$ cat src/sv/plist_pkg.sv
// ----------------------------------------------------------------------------
// plist_pkg
// Shared types and constants for the positional sequential list: request
// codes, status codes and the control word broadcast to the row of cells.
// ----------------------------------------------------------------------------
package plist_pkg;

  localparam int unsigned CAPACITY_DEF = 128;
  localparam int unsigned VALUE_W      = 32;
  localparam int unsigned CNT_W        = 8;
  localparam int unsigned POS_W        = 7;
  localparam int unsigned ACTION_W     = 3;
  localparam int unsigned STATUS_W     = 2;

  localparam logic [CNT_W-1:0] LIMIT_RESET = 8'd128;

  typedef enum logic [ACTION_W-1:0] {
    ACT_INS_FRONT = 3'd0,
    ACT_INS_BACK  = 3'd1,
    ACT_INS_AT    = 3'd2,
    ACT_REM_FRONT = 3'd3,
    ACT_REM_BACK  = 3'd4,
    ACT_REM_AT    = 3'd5,
    ACT_READ      = 3'd6,
    ACT_NONE      = 3'd7
  } action_e;

  typedef enum logic [STATUS_W-1:0] {
    ST_OK    = 2'd0,
    ST_FULL  = 2'd1,
    ST_EMPTY = 2'd2,
    ST_RANGE = 2'd3
  } status_e;

  typedef enum logic [1:0] {
    CELL_HOLD,
    CELL_INS,
    CELL_REM
  } cell_op_e;

  typedef enum logic {
    S_IDLE,
    S_RUN
  } state_e;

  // Control word seen by every cell in the same cycle.
  typedef struct packed {
    cell_op_e          op;
    logic              capture;
    logic [CNT_W-1:0]  pos;
  } cell_ctrl_t;

endpackage

$ cat src/sv/plist_cell.sv
// ----------------------------------------------------------------------------
// plist_cell
// One list slot. Takes the new value on an insert at its index, the left neighbor
// on an insert below it, the right neighbor on a remove at or below it, and taps its entry out when selected.
// ----------------------------------------------------------------------------
module plist_cell #(
  parameter int unsigned IDX = 0
) (
  input  logic                          clk_i,
  input  plist_pkg::cell_ctrl_t         ctrl_i,
  input  logic [plist_pkg::VALUE_W-1:0] ins_value_i,
  input  logic [plist_pkg::VALUE_W-1:0] left_i,
  input  logic [plist_pkg::VALUE_W-1:0] right_i,
  output logic [plist_pkg::VALUE_W-1:0] entry_o,
  output logic [plist_pkg::VALUE_W-1:0] tap_o
);
  import plist_pkg::*;

  logic [VALUE_W-1:0] entry_q, entry_d;
  logic               at_pos, past_pos;

  assign at_pos   = (32'(ctrl_i.pos) == IDX);
  assign past_pos = (32'(ctrl_i.pos) < IDX);

  always_comb begin
    entry_d = entry_q;
    case (ctrl_i.op)
      CELL_INS: begin
        if (at_pos) begin
          entry_d = ins_value_i;
        end else if (past_pos) begin
          entry_d = left_i;
        end
      end
      CELL_REM: begin
        if (at_pos || past_pos) begin
          entry_d = right_i;
        end
      end
      default: begin
        entry_d = entry_q;
      end
    endcase
  end

  always_ff @(posedge clk_i) begin
    entry_q <= entry_d;
  end

  assign entry_o = entry_q;
  assign tap_o   = (ctrl_i.capture && at_pos) ? entry_q : '0;

endmodule

$ cat config.mk
export PLATFORM = sky130hd
export DESIGN_NAME = plist_cell
export DESIGN_NICKNAME = d
export VERILOG_FILES = /design/src/sv/plist_pkg.sv /design/src/sv/plist_cell.sv
export SDC_FILE = /design/constraint.sdc
export NUM_CORES = 1
export LEC_CHECK = 0
export BUFFER_PORTS_ARGS = -buffer_cell sky130_fd_sc_hd__buf_2
export CORE_MARGIN = 2
export CORE_UTILIZATION = 35
export CTS_CLUSTER_DIAMETER = 150
export DETAILED_ROUTE_END_ITERATION = 16
export GPL_TIMING_DRIVEN = 0
export MAX_ROUTING_LAYER = met4
export PLACE_DENSITY = 0.8
export SLEW_MARGIN = 20
export SYNTH_ARGS = -nofsm -noshare
export SYNTH_HDL_FRONTEND = slang
export SYNTH_SLANG_ARGS = --single-unit
$ cat constraint.sdc
create_clock -name clk_i -period 3.95 [get_ports clk_i]
set_input_delay 0.395 -clock clk_i [delete_from_list [all_inputs] [get_ports clk_i]]
set_output_delay 0.395 -clock clk_i [all_outputs]
set_load 0.005 [all_outputs]
Word-level counts from Yosys, hierarchy flattened --
Cells that the tools add are included. Widths: inputs -> output; s select.
Storage, ports and cells: logic and storage cells 13, output and inout port bits 64, bits in registers 32
Cells by class: equal/unequal tests 4, multiplexer cells 4, reduce and logical (&&, ||, !) cells 4
Operator list (number):
- $mux 32 | 3
- $pmux 32 s2 | 1
- $logic_not 8->1 | 1
- $ne 2x2->1 const B | 2
- $reduce_and 3->1 | 1
- $eq 2x1->1 const B | 1
- $eq 2x2->1 const B | 1
- $reduce_bool 2->1 | 1
- $logic_and 1x1->1 | 1

Depth between registers and ports, before layout --
depth after elaboration 3, mapped depth 7, gate-level depth less buffers 5

Worst setup path before layout --
Ideal clock, no wire load.
path kind in2reg, from in ctrl_i[9] in the netlist's numbering, to reg entry_q[0], in the netlist entry_o[0] (enable), data arrival time 2.440 ns, required time 3.529 ns, cell stages on the path 7, path slack 1.089 ns, library setup time 0.421 ns, cells stage by stage inv_1 -> ha_1 -> clkbuf_1 -> buf_2 -> nor2_1 -> a21oi_1 -> nor2_1
Between the ends: longest elaborated chain between the ends 3, elaborated cells between the ends (all ways) 6
RTL lines:
- start: declaration | RTL line plist_cell.sv:10 | input plist_pkg::cell_ctrl_t ctrl_i,
- $eq 2x1->1 or $eq 2x2->1 (tied branches) | RTL line plist_cell.sv:27 | case (ctrl_i.op)
- $ne 2x2->1 (no line) or $reduce_bool 2->1 (tied branches)
- $reduce_and 3->1 (no line) (*)
- end signal: assignment | RTL line plist_cell.sv:47 | entry_q <= entry_d;
- end: declaration | RTL line plist_cell.sv:19 | logic [VALUE_W-1:0] entry_q, entry_d;
Mark *: on every way between the ends. The rest lies on a longest branch, timed or not. A chain may end at the register's enable or synchronous reset.

Final worst setup path --
from in ctrl_i[5] in the netlist's numbering, to out tap_o[9] in the netlist's numbering
Between the ends: longest elaborated chain between the ends 3
RTL lines:
- $logic_not 8->1 | RTL line plist_cell.sv:22 | assign at_pos = (32'(ctrl_i.pos) == IDX);
- $logic_and 1x1->1 | RTL line plist_cell.sv:51 | assign tap_o = (ctrl_i.capture && at_pos) ? entry_q : '0;
- $mux 32 | RTL line plist_cell.sv:51
- end: declaration | RTL line plist_cell.sv:15 | output logic [plist_pkg::VALUE_W-1:0] tap_o
No other way between the ends.

==> metrics.cfg <==
[clock_tree]
cts_root_buf = clkbuf_8
postCtsSetupRepairBufs = 0
cts_resized = 0
numCtsBuffers = 5
ctsHoldBuffers = 0
path_clk_slew_ns = 0.07
cts.sinks = 32
htreeDepth = 2
cts_tree = yes
clock_path_buffers = 2

[logic_synthesis]
async_reset_ff_frac = 0
yosys.area.top_type = edfxtp_1
synth-edff-count = 32
synth_area_mm2 = 0.00166
synth_compound_area_frac = 0.00302
synth_ff_type = edfxtp_1
synthDistinctLibCells = 12
ys_ff_latch = 32
synth_xor_area_frac = 0
synthDominantCellAreaShare = 0.580
synth_area_leaders = edfxtp_1 58%, mux2_2 22%, and2_1 12%
synth_simple_gate_area_frac = 0.147
synth_cells = 113
synth_top_family_by_area = multiplexers
synthTopCellsByCount = 32 x and2_1, 32 x edfxtp_1, 32 x mux2_2
ys_seq_area_frac = 0.580
syn_avg_cell_area_um2 = 14.6
synth_fp_nets = 223
synthAdderAreaFrac = 0.0151
synthMuxAreaShare = 0.218
ys_warn_count = 0

[detailed_routing]
dr.pass1.iters = 2
vias = 1405
drtIter0Drc = 36
wl_per_cell_um = 12.9
drc = 0
via_per_inst = 4.46
wl_mm = 4.07
final_antenna_net_count = 0

[worst_hold_path]
hold_path_end = entry_o[21]
worstHoldStart = right_i[21]
hold_depth = 2
hp-class = in -> reg

[critical_path]
cp_data_required_time_ns = 3.56
cpMostUsedCell = buf_2
worst_setup_path_start_kind = input pin
cp_max_fo = 10
arrival_ns = 1.50
cp_slowest_cell = nor4_2
critPathLaunch = ctrl_i[5]
critPathMaxStageDelay_ns = 0.33
crit_chain = buf_2, nor4_2, and3_4, buf_6, and2_1, buf_2
crit_type = in -> out
crit_buf_inv = 3
crit_family = simple AND/OR/NAND/NOR gates
critPathCaptureType = primary output

[pwr]
p_per_area_mw_per_mm2 = 347
p_leak_nw = 1.26
irDropWorstVdd_mv = 0.164

[die]
start_util = 0.358
dieHeight_um = 72.8
coreArea_mm2 = 0.00463
pin_count = 172
die-area_mm2 = 0.00530
die_w_um = 72.8
rows = 25

[global_routing]
grt_pass1_wl_mm = 6.00
antenna_found_initial = 0
grt_max_degree = 22
track_usage = 0.157
grt-ovfl-total = 0
grt_pass1_vias = 1312

[cells_and_area]
n_antenna_cell = 0
drive_above_1_share = 0.720
fin_util = 0.553
fill_cells = 401
fin_nets = 370
final_area_mm2 = 0.00256
largest_reg_flops = 32
syn_to_final_growth_pct = 54.6

[placed_design]
port_buffers = 139
gp_congestion = 0.784
hpwl_mm = 3.25
place_area_mm2 = 0.00245

[job]
drv_cap = 0

[timing]
slew_headroom = 0.721
layout_min_cycle_time_ns = 1.90
setup_viol = 0
fin_crit_sh = 0.481
drv_slew = 0
max_clock_freq_mhz = 527
hold_viol = 0
tightest_slew_ns = 0.418
fin_tns_setup_ns = 0
rsz0062_at_grt = false

[outcome]
status = completed

## metal layers
| layer | GRT usage | part of all wire | up-vias |
|---|---|---|---|
| li1 | - | - | 701 |
| met4 | 0.0576 | 0.014 | 0 |
| met5 | - | 0 | - |
| met2 | 0.271 | 0.49 | 83 |
| met3 | 0.0470 | 0.079 | 5 |
| met1 | 0.171 | 0.41 | 616 |
## power breakdown
group,switching (W),leakage [nW],internal [W]
combinational,0.0000590,0.900,0.0000835
sequential,0.0000171,0.302,0.000425
clock,0.000119,0.0532,0.000184
## worst max path at each step
stage	end	slack [ns]	depth (start not counted)
CTS	entry_o[18]	2.04	9
detailed placement	entry_o[11]	1.74	9
global route	tap_o[5]	1.94	6
finish	tap_o[9]	2.05	6
global placement	entry_o[9]	0.30	8
floorplan	entry_o[0]	1.09	7
## per-stage QoR
stage / total power (W) / setup WS (ns) / hold slack, ns / std cells
finish: 0.000887 / 2.05 / 0.413 / 315
global route: 0.000931 / 1.94 / 0.397 / 315
CTS: 0.000901 / 2.04 / 0.403 / 315
detailed placement: 0.000594 / 1.74 / 0.701 / 307
global placement: 0.000583 / 0.305 / 0.698 / 306
floorplan: 0.000499 / 1.09 / 0.615 / 113
## final cells by class
cell class                 count  area (um^2)  area share
buffer                         7         52.6      0.0205
clock buffer                   5         68.8      0.0269
clock inverter                 3         37.5      0.0147
inverter                       2         7.51     0.00293
multi-input combinational     72          642       0.251
sequential                    32          961       0.375
tap                           54         67.6      0.0264
timing repair buffer         140          723       0.283
## cells by family after synthesis
family,count (synthesis)
and+or+nand+nor,37
DFF,32
muxes,32
AOI/OAI and AO/OA,1
adders and majority gates,2
buffers and inverters,9
## layout by cell type, fill, tap and decap left out, drive strengths merged
cell type  Yosys  routed
and3           1       1
clkinv         0       2
nor2           2       2
edfxtp        32      32
and2          32      32
buf            6     146
nor4           2       2
inv            2       2
clkbuf         1       6
a21oi          1       1
ha             2       2
bufinv         0       1
mux2          32      32
(Power assumes the default switching activity.)
